==> config.mk <==
export PLATFORM = sky130hd
export DESIGN_NAME = stepper_ramp_position_follower
export DESIGN_NICKNAME = d
export VERILOG_FILES = /design/src/rtl/srpf_pkg.sv /design/src/rtl/srpf_div.sv /design/src/rtl/stepper_ramp_position_follower.sv
export SDC_FILE = /design/constraint.sdc
export NUM_CORES = 2
export LEC_CHECK = 0
export ABC_AREA = 1
export BUFFER_PORTS_ARGS = -buffer_cell sky130_fd_sc_hd__buf_2
export CORE_UTILIZATION = 40
export DETAILED_ROUTE_END_ITERATION = 10
export SETUP_SLACK_MARGIN = 0.02
export SLEW_MARGIN = 25
export SYNTH_ARGS = -nofsm -noshare
export SYNTH_HDL_FRONTEND = slang
export SYNTH_SLANG_ARGS = --single-unit
==> constraint.sdc <==
create_clock -name clk_i -period 11.98 [get_ports clk_i]
set_input_delay 1.198 -clock clk_i [delete_from_list [all_inputs] [get_ports clk_i]]
set_output_delay 1.198 -clock clk_i [all_outputs]
set_load 0.02 [all_outputs]
==> src/rtl/srpf_pkg.sv <==
// srpf_pkg: shared types and constants of the stepper ramp position follower.
// Depends on nothing; the divider and the follower import it.
`default_nettype none
package srpf_pkg;

  localparam int unsigned PosW   = 24;
  localparam int unsigned SpdMW  = 28;
  localparam int unsigned SpdW   = 17;
  localparam int unsigned TimerHz = 1000000;
  localparam int unsigned PulseHighUs = 10;
  localparam int unsigned DirSetupUs  = 1000;
  localparam int unsigned MilliPerStep = 1000;
  localparam int unsigned DivW   = 26;  // holds 65535 * 1000 and TimerHz + 65535

  typedef enum logic [2:0] {
    MODE_TICK    = 3'd0,
    MODE_DONE    = 3'd1,
    MODE_SET     = 3'd2,
    MODE_REL     = 3'd3,
    MODE_STOP    = 3'd4,
    MODE_ENABLE  = 3'd5,
    MODE_DISABLE = 3'd6,
    MODE_NONE    = 3'd7
  } mode_e;

  typedef enum logic [2:0] {
    REG_LIMIT = 3'd0,
    REG_GAIN  = 3'd1,
    REG_MIN   = 3'd2,
    REG_MAX   = 3'd3,
    REG_ACCEL = 3'd4
  } reg_e;

  typedef enum logic [2:0] {
    ST_IDLE,
    ST_RAMP,
    ST_WHOLE,
    ST_DIV,
    ST_OUT
  } state_e;

  // divider handshake
  typedef struct packed {
    logic            start;
    logic [DivW-1:0] dividend;
    logic [SpdW-2:0] divisor;
  } div_req_t;

  typedef struct packed {
    logic            done;
    logic [DivW-1:0] quotient;
  } div_rsp_t;

endpackage
`default_nettype wire

==> src/rtl/srpf_div.sv <==
// srpf_div: restoring divider, one quotient bit per cycle.
// Depends on srpf_pkg.
`default_nettype none
module srpf_div import srpf_pkg::*; (
  input  wire logic     clk_i,
  input  wire logic     rst_ni,
  input  wire div_req_t req_i,
  output div_rsp_t      rsp_o
);
  localparam int unsigned CntW = $clog2(DivW + 1);

  logic [DivW-1:0] quo_q, quo_d;
  logic [DivW-1:0] rem_q, rem_d;
  logic [SpdW-2:0] dvs_q, dvs_d;
  logic [CntW-1:0] cnt_q, cnt_d;
  logic            busy_q, busy_d, done_q, done_d;
  logic [DivW:0]   trial;

  // one shift-subtract step
  always_comb begin
    quo_d  = quo_q;
    rem_d  = rem_q;
    dvs_d  = dvs_q;
    cnt_d  = cnt_q;
    busy_d = busy_q;
    done_d = 1'b0;
    trial  = {rem_q, quo_q[DivW-1]} - {{(DivW+1-(SpdW-1)){1'b0}}, dvs_q};
    if (req_i.start) begin
      quo_d  = req_i.dividend;
      rem_d  = '0;
      dvs_d  = req_i.divisor;
      cnt_d  = CntW'(DivW);
      busy_d = 1'b1;
    end else if (busy_q) begin
      if (trial[DivW]) begin
        rem_d = {rem_q[DivW-2:0], quo_q[DivW-1]};
        quo_d = {quo_q[DivW-2:0], 1'b0};
      end else begin
        rem_d = trial[DivW-1:0];
        quo_d = {quo_q[DivW-2:0], 1'b1};
      end
      cnt_d = cnt_q - 1'b1;
      if (cnt_q == CntW'(1)) begin
        busy_d = 1'b0;
        done_d = 1'b1;
      end
    end
  end

  always_ff @(posedge clk_i or negedge rst_ni) begin
    if (!rst_ni) begin
      cnt_q  <= '0;
      busy_q <= 1'b0;
      done_q <= 1'b0;
    end else begin
      cnt_q  <= cnt_d;
      busy_q <= busy_d;
      done_q <= done_d;
    end
  end

  always_ff @(posedge clk_i) begin
    quo_q <= quo_d;
    rem_q <= rem_d;
    dvs_q <= dvs_d;
  end

  assign rsp_o.done     = done_q;
  assign rsp_o.quotient = quo_q;
endmodule
`default_nettype wire

==> src/rtl/stepper_ramp_position_follower.sv <==
// Stepper ramp position follower: event sequencer with a shared divider.
// A plain event goes from idle straight to the result; an enabled tick takes a ramp
// step, then |speed|/1000 on the divider (26 steps), and a pulse-done that re-arms
// takes a period division on the divider (26 steps).
// A new request is taken only after the result of the last one is taken; no overlap.
// Reset (rst_ni low, async): disabled, idle, direction positive, all counts zero,
// registers at their defaults.
`default_nettype none
module stepper_ramp_position_follower import srpf_pkg::*; (
  input  wire logic               clk_i,
  input  wire logic               rst_ni,
  input  wire logic               cfg_we_i,
  input  wire logic [2:0]         cfg_idx_i,
  input  wire logic [22:0]        cfg_data_i,
  input  wire logic               in_valid_i,
  output logic                    in_ready_o,
  input  wire logic [2:0]         mode_i,
  input  wire logic signed [24:0] step_value_i,
  output logic                    out_valid_o,
  input  wire logic               out_ready_i,
  output logic                    arm_pulse_o,
  output logic [15:0]             pulse_period_us_o,
  output logic [15:0]             pulse_delay_us_o,
  output logic                    step_direction_o,
  output logic                    pulse_cancel_o,
  output logic                    accepted_o,
  output logic signed [23:0]      position_now_o,
  output logic signed [23:0]      target_now_o,
  output logic signed [16:0]      speed_now_sps_o,
  output logic                    pulse_busy_o,
  output logic                    drive_enabled_o,
  output logic [31:0]             tick_count_o
);
  // configuration
  logic [22:0] lim_q;
  logic [9:0]  gain_q;
  logic [15:0] min_q, max_q;
  logic [19:0] acc_q;

  always_ff @(posedge clk_i or negedge rst_ni) begin
    if (!rst_ni) begin
      lim_q  <= 23'd100000;
      gain_q <= 10'd10;
      min_q  <= 16'd50;
      max_q  <= 16'd5000;
      acc_q  <= 20'd20000;
    end else if (cfg_we_i) begin
      unique case (reg_e'(cfg_idx_i))
        REG_LIMIT: lim_q  <= cfg_data_i;
        REG_GAIN:  gain_q <= cfg_data_i[9:0];
        REG_MIN:   min_q  <= cfg_data_i[15:0];
        REG_MAX:   max_q  <= cfg_data_i[15:0];
        REG_ACCEL: acc_q  <= cfg_data_i[19:0];
        default: ;
      endcase
    end
  end

  // state
  state_e state_q, state_d;
  logic en_q, en_d, run_q, run_d, dirp_q, dirp_d;
  logic signed [PosW-1:0]  pos_q, pos_d, tgt_q, tgt_d;
  logic signed [SpdMW-1:0] spm_q, spm_d;
  logic signed [SpdW-1:0]  spw_q, spw_d;
  logic signed [SpdMW:0]   tgtm_q, tgtm_d;
  logic [31:0] tc_q, tc_d;
  logic arm_q, arm_d, can_q, can_d, acc_d, accp_q;
  logic [15:0] per_q, per_d, dly_q, dly_d;
  div_req_t dreq;
  div_rsp_t drsp;

  srpf_div u_div (.clk_i, .rst_ni, .req_i(dreq), .rsp_o(drsp));

  // event evaluation helpers
  logic signed [PosW:0]   limx, posx, tgtx, err;
  logic signed [PosW+1:0] limw, relsum, newt;
  logic [PosW-1:0]        aerr;
  logic [PosW+9:0]        prod;
  logic [16:0]            tspd;
  logic signed [SpdMW:0]  tgtm, spn, spx;
  logic [SpdMW:0]         aspn;
  logic signed [SpdW-1:0] whole, qs;
  logic [SpdW-1:0]        awhole;
  logic signed [PosW-1:0] pinc;
  logic                   dirok, tsgn, pdir;
  logic [SpdW-2:0]        aspd;
  logic [DivW-1:0]        q;

  function automatic logic allowed(input logic pos_dir, input logic signed [PosW:0] p,
                                   input logic signed [PosW:0] t,
                                   input logic signed [PosW:0] l);
    if (pos_dir) allowed = !(p >= t || p >= l);
    else         allowed = !(p <= t || p <= -l);
  endfunction

  // next state and datapath
  always_comb begin
    state_d = state_q;
    en_d = en_q; run_d = run_q; dirp_d = dirp_q;
    pos_d = pos_q; tgt_d = tgt_q; spm_d = spm_q; spw_d = spw_q; tc_d = tc_q;
    tgtm_d = tgtm_q;
    arm_d = arm_q; can_d = can_q; acc_d = accp_q; per_d = per_q; dly_d = dly_q;
    dreq = '0;
    limx = $signed({2'b00, lim_q});
    limw = $signed({3'b000, lim_q});
    posx = {pos_q[PosW-1], pos_q};
    tgtx = {tgt_q[PosW-1], tgt_q};
    err = tgtx - posx;
    aerr = err[PosW] ? PosW'(-err) : err[PosW-1:0];
    prod = aerr * gain_q;
    tsgn = err[PosW];
    // target speed from the error, minimum tested first
    if (prod < (PosW+10)'(min_q)) tspd = {1'b0, min_q};
    else if (prod > (PosW+10)'(max_q)) tspd = {1'b0, max_q};
    else tspd = prod[16:0];
    if (err == 0 || (spm_q != 0 && spm_q[SpdMW-1] != tsgn)) tgtm = '0;
    else begin
      tgtm = (SpdMW+1)'($signed({12'd0, tspd}) * MilliPerStep);
      if (tsgn) tgtm = -tgtm;
    end
    // ramp toward the registered milli-speed target
    spx = {spm_q[SpdMW-1], spm_q};
    spn = spx;
    if (spx < tgtm_q) begin
      spn = spx + $signed({9'd0, acc_q});
      if (spn > tgtm_q) spn = tgtm_q;
    end else if (spx > tgtm_q) begin
      spn = spx - $signed({9'd0, acc_q});
      if (spn < tgtm_q) spn = tgtm_q;
    end
    aspn = spn[SpdMW] ? (SpdMW+1)'(-spn) : spn;
    q = drsp.quotient;
    // whole steps/s, truncated toward zero
    qs = $signed({1'b0, q[SpdW-2:0]});
    whole = spm_q[SpdMW-1] ? -qs : qs;
    awhole = {1'b0, q[SpdW-2:0]};
    pinc = pos_q + (dirp_q ? PosW'(1) : -PosW'(1));
    relsum = {tgtx[PosW], tgtx} + {step_value_i[24], step_value_i};
    newt = (mode_i == MODE_REL) ? relsum : {step_value_i[24], step_value_i};
    pdir = !spw_q[SpdW-1];
    aspd = spw_q[SpdW-1] ? (SpdW-1)'(-spw_q) : spw_q[SpdW-2:0];
    dirok = 1'b0;

    unique case (state_q)
      ST_IDLE: if (in_valid_i) begin
        arm_d = 1'b0; can_d = 1'b0; acc_d = 1'b0; per_d = '0; dly_d = '0;
        state_d = ST_OUT;
        unique case (mode_e'(mode_i))
          MODE_TICK: begin
            tc_d = tc_q + 1'b1;
            if (!en_q) begin
              spm_d = '0; spw_d = '0;
            end else begin
              tgtm_d = tgtm;
              state_d = ST_RAMP;
            end
          end
          MODE_DONE: if (run_q) begin
            run_d = 1'b0;
            pos_d = pinc;
            posx = {pinc[PosW-1], pinc};
            if (posx >= limx || posx <= -limx || pinc == tgt_q) begin
              spm_d = '0; spw_d = '0;
            end else if (spw_q != 0 && pdir == dirp_q &&
                         allowed(pdir, posx, tgtx, limx)) begin
              dreq.start = 1'b1;
              dreq.dividend = DivW'(TimerHz) + DivW'(aspd) - 1'b1;
              dreq.divisor = aspd;
              state_d = ST_DIV;
            end
          end
          MODE_SET, MODE_REL: if (en_q && !(mode_i == MODE_REL && step_value_i == 0)
                                  && newt <= limw && newt >= -limw) begin
            tgt_d = newt[PosW-1:0];
            acc_d = 1'b1;
          end
          MODE_STOP: begin
            tgt_d = pos_q; spm_d = '0; spw_d = '0;
          end
          MODE_ENABLE: en_d = 1'b1;
          MODE_DISABLE: begin
            spm_d = '0; spw_d = '0; tgt_d = pos_q;
            can_d = run_q; run_d = 1'b0; en_d = 1'b0;
          end
          default: ;
        endcase
      end
      ST_RAMP: begin
        // new milli-speed, then its magnitude over 1000 on the divider
        spm_d = spn[SpdMW-1:0];
        dreq.start = 1'b1;
        dreq.dividend = aspn[DivW-1:0];
        dreq.divisor = (SpdW-1)'(MilliPerStep);
        state_d = ST_WHOLE;
      end
      ST_WHOLE: if (drsp.done) begin
        spw_d = (awhole < {1'b0, min_q}) ? '0 : whole;
        state_d = ST_OUT;
        // idle drive: first pulse after direction setup
        if (!run_q && spw_d != 0) begin
          dirok = allowed(!spw_d[SpdW-1], posx, tgtx, limx);
          if (!dirok) begin
            spm_d = '0; spw_d = '0;
          end else begin
            dirp_d = !spw_d[SpdW-1];
            arm_d = 1'b1; run_d = 1'b1;
            per_d = 16'(DirSetupUs + PulseHighUs);
            dly_d = 16'(DirSetupUs);
          end
        end
      end
      ST_DIV: if (drsp.done) begin
        // period clamp, delay = period - high time
        arm_d = 1'b1; run_d = 1'b1;
        if (q <= DivW'(PulseHighUs)) per_d = 16'(PulseHighUs + 1);
        else if (q > DivW'(65535)) per_d = 16'hFFFF;
        else per_d = q[15:0];
        dly_d = per_d - 16'(PulseHighUs);
        state_d = ST_OUT;
      end
      ST_OUT: if (out_ready_i) state_d = ST_IDLE;
      default: state_d = ST_IDLE;
    endcase
  end

  always_ff @(posedge clk_i or negedge rst_ni) begin
    if (!rst_ni) begin
      state_q <= ST_IDLE;
      en_q <= 1'b0; run_q <= 1'b0; dirp_q <= 1'b1;
      pos_q <= '0; tgt_q <= '0; spm_q <= '0; spw_q <= '0; tc_q <= '0;
      tgtm_q <= '0;
      arm_q <= 1'b0; can_q <= 1'b0; accp_q <= 1'b0; per_q <= '0; dly_q <= '0;
    end else begin
      state_q <= state_d;
      en_q <= en_d; run_q <= run_d; dirp_q <= dirp_d;
      pos_q <= pos_d; tgt_q <= tgt_d; spm_q <= spm_d; spw_q <= spw_d; tc_q <= tc_d;
      tgtm_q <= tgtm_d;
      arm_q <= arm_d; can_q <= can_d; accp_q <= acc_d; per_q <= per_d; dly_q <= dly_d;
    end
  end

  // outputs
  always_comb begin
    in_ready_o  = (state_q == ST_IDLE);
    out_valid_o = (state_q == ST_OUT);
  end

  assign arm_pulse_o       = arm_q;
  assign pulse_period_us_o = per_q;
  assign pulse_delay_us_o  = dly_q;
  assign step_direction_o  = dirp_q;
  assign pulse_cancel_o    = can_q;
  assign accepted_o        = accp_q;
  assign position_now_o    = pos_q;
  assign target_now_o      = tgt_q;
  assign speed_now_sps_o   = spw_q;
  assign pulse_busy_o      = run_q;
  assign drive_enabled_o   = en_q;
  assign tick_count_o      = tc_q;
endmodule
`default_nettype wire

# Yosys cells after proc, flatten, opt, wreduce, memory -nomap -nowiden
# Index checks and enable logic that the tools add are counted.
[word_totals] register_bits=355 out_inout_bits=137 wordCells=255
[op_classes] n_addsub=18 multipliers=2 n_lt_le_gt_ge=19 eq_ne=32 muxes=100 n_reduce_logical=58
[op_table] operator="16-bit 2-to-1 mux" count=14
[op_table] operator="43-bit 2-to-1 mux" count=5
[op_table] operator="28-bit 2-to-1 mux" count=7
[op_table] operator="17-bit 2-to-1 mux" count=11
[op_table] operator="29-bit 2-to-1 mux" count=6
[op_table] operator="28-bit case mux with 3 select lines" count=2
[op_table] operator="26-bit 2-to-1 mux" count=5
[op_table] operator="24-bit >= comparator" count=4
[op_table] operator="16-bit case mux with 3 select lines" count=2
[op_table] operator="32-bit nonzero test" count=3
[op_table] operator="43-bit case mux with 2 select lines" count=1
[op_table] operator="24-bit 2-to-1 mux" count=3
[op_table] operator="32-bit zero test" count=2
[op_table] operator="17-bit case mux with 3 select lines" count=1
[op_table] operator="24-bit by 25-bit less-or-equal comparator with 1-bit output" count=2
[op_table] operator="24-bit less-or-equal comparator" count=2
[op_table] operator="24-bit case mux with 2 select lines" count=1
[op_table] operator="34-bit by 16-bit > comparator with 1-bit output" count=1
[op_table] operator="34-bit by 16-bit less-than comparator with 1-bit output" count=1
[op_table] operator="24-bit by 10-bit multiplier with 34-bit output" count=1
[op_table] operator="17-bit case mux with 2 select lines" count=1
[op_table] operator="32-bit by 1-bit adder with 32-bit output, second input constant" count=1
[op_table] operator="28-bit by 21-bit adder with 29-bit output" count=1
[op_table] operator="28-bit by 29-bit > comparator with 1-bit output" count=1
[op_table] operator="other kinds (56)" count=151

# Depth between registers and ports, before layout
[depth] ltp_word=19 ltp_mapped=82 ltp_nobuf=82

# Hierarchy
# Synthesis repeated with hierarchy kept, for this count alone.
[unflattened] hier_cells=6709 hier_area_um2=46368.2
[by_module_without_submodules] module="stepper_ramp_position_follower" n_inst=1 cells_each=6022 area_each_um2=41604.9 seq_area_each_um2=6934.2
[by_module_without_submodules] module="srpf_div" n_inst=1 cells_each=687 area_each_um2=4763.3 seq_area_each_um2=1956.9

# Least setup slack after synthesis
# Ideal clock, no wire load.
[synth_timing] path_kind="reg-to-reg" from="register pos_q[0] (netlist: position_now_o[0])" to="register tgtm_q[24]" setup_time_ps=118 arrival_ps=12590 path_slack_ps=-729 stages_incl_launch_ff=68 n_path_buf=2 period_less_slack_ps=12709 cell_sequence="dfrtp_1 > ha_1 > fa_1 > inv_1 > a21oi_1 > o21ai_1 > xor2_1 > nand3_1 > nor3_1 > inv_1 > nor3_1 > nand3_1 > nor3_1 > nand3b_1 > nand2_1 > inv_1 > nand2_1 > fa_1 > [... 32 more ...] > inv_1 > fa_1 > inv_1 > fa_1 > inv_1 > ha_1 > a21oi_1 > o21ai_0 > o21bai_1 > xnor2_1 > inv_1 > or2_2 > nor4_1 > nand3_1 > nand2_1 > nand2_1 > nand4_1 > nand2_1"
[synth_between] elab_chain_cells=11
[synth_rtl] element="start: declaration" line="stepper_ramp_position_follower.sv:62" source="logic signed [PosW-1:0] pos_q, pos_d, tgt_q, tgt_d;"
[synth_rtl] element="start signal: assignment" line="stepper_ramp_position_follower.sv:236" source="pos_q <= pos_d; tgt_q <= tgt_d; spm_q <= spm_d; spw_q <= spw_d; tc_q <= tc_d;"
[synth_rtl] element="24-bit by 24-bit subtractor with 25-bit output (*)" line="stepper_ramp_position_follower.sv:108" source="err = tgtx - posx;"
[synth_rtl] element="24-bit negator" line="stepper_ramp_position_follower.sv:109" source="aerr = err[PosW] ? PosW'(-err) : err[PosW-1:0];"
[synth_rtl] element="24-bit 2-to-1 mux" line="stepper_ramp_position_follower.sv:109"
[synth_rtl] element="24-bit by 10-bit multiplier with 34-bit output" line="stepper_ramp_position_follower.sv:110" source="prod = aerr * gain_q;"
[synth_rtl] element="34-bit by 16-bit > comparator with 1-bit output" line="stepper_ramp_position_follower.sv:114" source="else if (prod > (PosW+10)'(max_q)) tspd = {1'b0, max_q};"
[synth_rtl] element="17-bit 2-to-1 mux" line="stepper_ramp_position_follower.sv:114"
[synth_rtl] element="17-bit 2-to-1 mux" line="stepper_ramp_position_follower.sv:113" source="if (prod < (PosW+10)'(min_q)) tspd = {1'b0, min_q};"
[synth_rtl] element="17-bit by 7-bit multiplier with 24-bit output" line="stepper_ramp_position_follower.sv:118" source="tgtm = (SpdMW+1)'($signed({12'd0, tspd}) * MilliPerStep);"
[synth_rtl] element="27-bit negator with 29-bit output" line="stepper_ramp_position_follower.sv:119" source="if (tsgn) tgtm = -tgtm;"
[synth_rtl] element="29-bit 2-to-1 mux" line="stepper_ramp_position_follower.sv:119"
[synth_rtl] element="29-bit 2-to-1 mux (*)" line="stepper_ramp_position_follower.sv:116" source="if (err == 0 || (spm_q != 0 && spm_q[SpdMW-1] != tsgn)) tgtm = '0;"
[synth_rtl] element="end signal: assignment" line="stepper_ramp_position_follower.sv:237" source="tgtm_q <= tgtm_d;"
[synth_rtl] element="end: declaration" line="stepper_ramp_position_follower.sv:65" source="logic signed [SpdMW:0] tgtm_q, tgtm_d;"
# Mark *: on every way between the ends. The rest lies on a longest branch, timed or not.
# A chain may end at the register's enable or synchronous reset.

# Final worst setup path
[layout_timing] from="register pos_q[1] (netlist: position_now_o[1])" to="register tgtm_q[28]"
# Same word-level chain as after synthesis.

==> summary.txt <==
Clock network
  • Clock buffers created by TritonCTS: 46
  • Htree depth: 2
  • Register clock-pin slew on the reported worst setup and hold paths: 60 ps
  • Clk Latency, worst-skew pair: 660 ps
  • TritonCTS clock tree: yes
  • Hold buffer count at CTS: 0
  • Longest Clk Path Bufs: 3
  • Clock Tree Root: clkbuf_16
  • CTS Sinks: 351

Cells and area
  • Cell Count, Final, Fillers Out: approximately 8900
  • Final cell utilization of the core: 51.32%
  • Proportion of layout cells with a drive suffix above 1: 22.76%
  • Area overhead of the layout relative to synthesis: 26.84%
  • Count of nets after finishing: between 8000 and 9000

Global routing
  • Remaining global-route overflow: 0
  • Total GRT Usage: 29.63%
  • Initial antenna violation count: 9
  • Global-route wire length before repair: 268000 microns
  • Via count of the first global-routing pass: 46110
  • Largest net degree at the start of global routing: 67

Worst setup path
  • Endpoint of the lowest-slack register-to-register path: tgtm_q[28]
  • Startpoint of the lowest-slack register-to-register path: position_now_o[1]
  • Critical path peak fanout: 7
  • Crit path arrival time: 13120 ps
  • Endpoint of the most critical setup path: tgtm_q[28]
  • Peak per-stage delay on the critical path: between 500 and 600 ps
  • CP Launch Point: position_now_o[1]
  • Crit path max-delay cell type: fa_1
  • Register-to-register setup slack: -590 ps
  • Depth of the worst register-to-register path: 65
  • Required time of the critical path: 12530 ps
  • Critical path endpoint category: flip-flop
  • Critical Setup Path Class: reg -> reg
  • Most frequent cell on the critical path: buf_4
  • Crit path launch type: flip-flop

Synthesis
  • Post-Syn Area: between 40000 and 50000 sq um
  • Share of flip-flops with an asynchronous set or reset after synthesis: between 80 and 90%
  • Warnings from Yosys: 0
  • Sequential-to-total area share from yosys stat: 19.45%
  • Number of storage elements in the synthesis netlist: 351
  • Post-synth cell types: 78
  • Post-synthesis cell count: ~6500
  • Number of enable flip-flop cells after synthesis: 42
  • Commonest cells post-synth: 1519 x nand2_1, 995 x inv_1, 558 x nor2_1
  • Mean instance size in the synthesized netlist: about 7 sq um
  • Largest area contributor in the netlist: ha_1
  • Top_reg_cell synth: dfrtp_1
  • Synth area leaders: ha_1 15%, dfrtp_1 14%, nand2_1 12%
  • Area share of the largest cell type after synthesis: between 10 and 15%
  • Most frequent cell after synthesis: nand2_1

Route
  • Routed WL per cell: 19.71 microns
  • TritonRoute pass-1 iters: 6
  • Total wirelength of the detailed-routed design: around 170000 microns
  • Drt initial violations: approximately 3700
  • Avg Vias per Cell: around 5.3
  • Residual antenna-violating net count after detailed routing: 0
  • DRC violation count after routing: 0
  • Via count: roughly 47000

Status
  • Result of the run: finished, violations left
  • Violated checks: negative setup slack

STA
  • Count of pins over their slew limit: 0
  • Hold violation total from the final report: 0
  • Number of failing setup endpoints in the final timing report: 15
  • Setup clock skew after layout: 56.99 ps
  • Final period utilization: 104.9%
  • Final setup slack of the worst path: -590.4 ps
  • Setup repair after global routing missed its margin: true
  • Fmax: ~80 MHz
  • Worst relative slew slack: 28.82%
  • Transition time at the pin with the least slew margin: between 1000 and 1500 ps
  • Min Tclk post-route: ~13000 ps
  • Worst hold slack: around 480 ps

Floorplan
  • CORE AREA: ~110000 sq um
  • I/O pin count: 196
  • FP Rows: around 120
  • Full die area: around 120000 sq um
  • Initial core utilization: 40.46%
  • Die Ht: about 340 microns
  • Horizontal extent of the die: 340.0 microns

Place
  • Routability cong.: 0.9867
  • Number of port buffers: approximately 200
  • Placed wire-length estimate: ~140000 microns
  • Number of placed instances, taps included: a little under 9000

Flow run
  • Max-capacitance violation count: 0

Min path
  • Min-delay worst type: reg -> reg
==> worst max-delay path, delay by kind of cell (launching register included) <==
family	cells	cell delay (ps)
buffers and inverters	17	2000
adder cells (fa/ha/maj)	12	5080
XOR/XNOR	2	230
AO/OA/AOI/OAI	7	1000
AND/OR/NAND/NOR	27	3670
flip-flops	1	430
==> state kept, by name (all words and copies together), names as in the netlist, 15 cells and up <==
register / cells
speed_now_sps_o: 17
target_now_o: 24
lim_q: 23
acc_q: 20
u_div.rem_q: 26
pulse_period_us_o: 16
spm_q: 28
tgtm_q: 26
u_div.quo_q: 26
position_now_o: 24
min_q: 16
u_div.dvs_q: 16
tick_count_o: 32
pulse_delay_us_o: 15
max_q: 16
==> area by class of cell <==
cell class	instances	area (sq um)
Antenna cell	2	5.005
Fill cell	11110	54990
Sequential cell	351	8909
Inverter	1056	3991
Clock buffer	62	1314
Tap cell	1500	1877
Clock inverter	24	387.9
Multi-Input combinational cell	4982	35000
Timing Repair Buffer	897	6484
==> repair_timing <==
action                                  in CTS  in global routing
pin swaps                                  199                248
buffers inserted                            79                 48
endpoints found under the setup margin      19                 20
cloned                                       0                  1
resized for setup                          326                308
==> cells in the final DEF, fill, tap and decap left out, drive strengths merged, types with 22 or more instances in the layout <==
cell type	Yosys	layout
nand2	1545	1545
inv	1044	1046
buf	55	896
nor2	588	588
ha	546	546
nand3	430	430
a21oi	407	407
o21ai	385	385
dfrtp	261	261
fa	230	230
xor2	208	208
nor3	124	124
nand4	113	113
clkbuf	93	63
xnor2	62	62
o211ai	49	49
edfxtp	42	42
or2	40	40
nor4	32	32
dfxtp	26	26
nand3b	25	25
clkinv	12	25
dfstp	22	22
==> layer usage <==
metal | wire length [microns] | GRT usage (%) | share of wire [%]
met1 | 73370 | 38.10 | 42
met5 | 23 | 0 | 0.013
met4 | 9026 | 13.25 | 5.2
met2 | 80800 | 48.88 | 46
met3 | 11710 | 4.697 | 6.7
==> cell families (layout without fill, tap and decap cells) <==
kind of cell             after synthesis  count (layout)  synth area share, %
XOR/XNOR                             270             270                5.174
multiplexers                           1               1              0.02190
adder cells (fa/ha/maj)              776             776                25.02
flip-flops                           351             351                19.45
AND/OR/NAND/NOR                     2911            2911                27.56
other                                  2               8              0.01643
AO/OA/AOI/OAI                       1018            1018                12.63
buffers and inverters               1204            2039                10.12
==> worst min-delay path by stage <==
stage	slack (ps)	endpoint	cells after the start	from
after CTS	470	tick_count_o[31]	1	tick_count_o[31]
final	480	tick_count_o[31]	1	tick_count_o[31]
after floorplan	450	max_q[10]	2	max_q[10]
after global placement	460	tick_count_o[31]	1	tick_count_o[31]
after detailed placement	460	tick_count_o[31]	1	tick_count_o[31]
after global routing	500	tick_count_o[31]	1	tick_count_o[31]
==> metrics by stage <==
step	TNS, ps	setup slack, ps	area, sq um
6_report	-5724	-590.4	57970
5_1_grt	-16270	-1174	57960
4_1_cts	-3471	-401.8	56370
3_5_place_dp	-14980	-1123	52620
3_3_place_gp	-11760	-969.6	52620
2_1_floorplan	0	26.98	46020
Power is not shown: default switching activity piles up to over one toggle a cycle in this logic, so the estimate is an artifact.
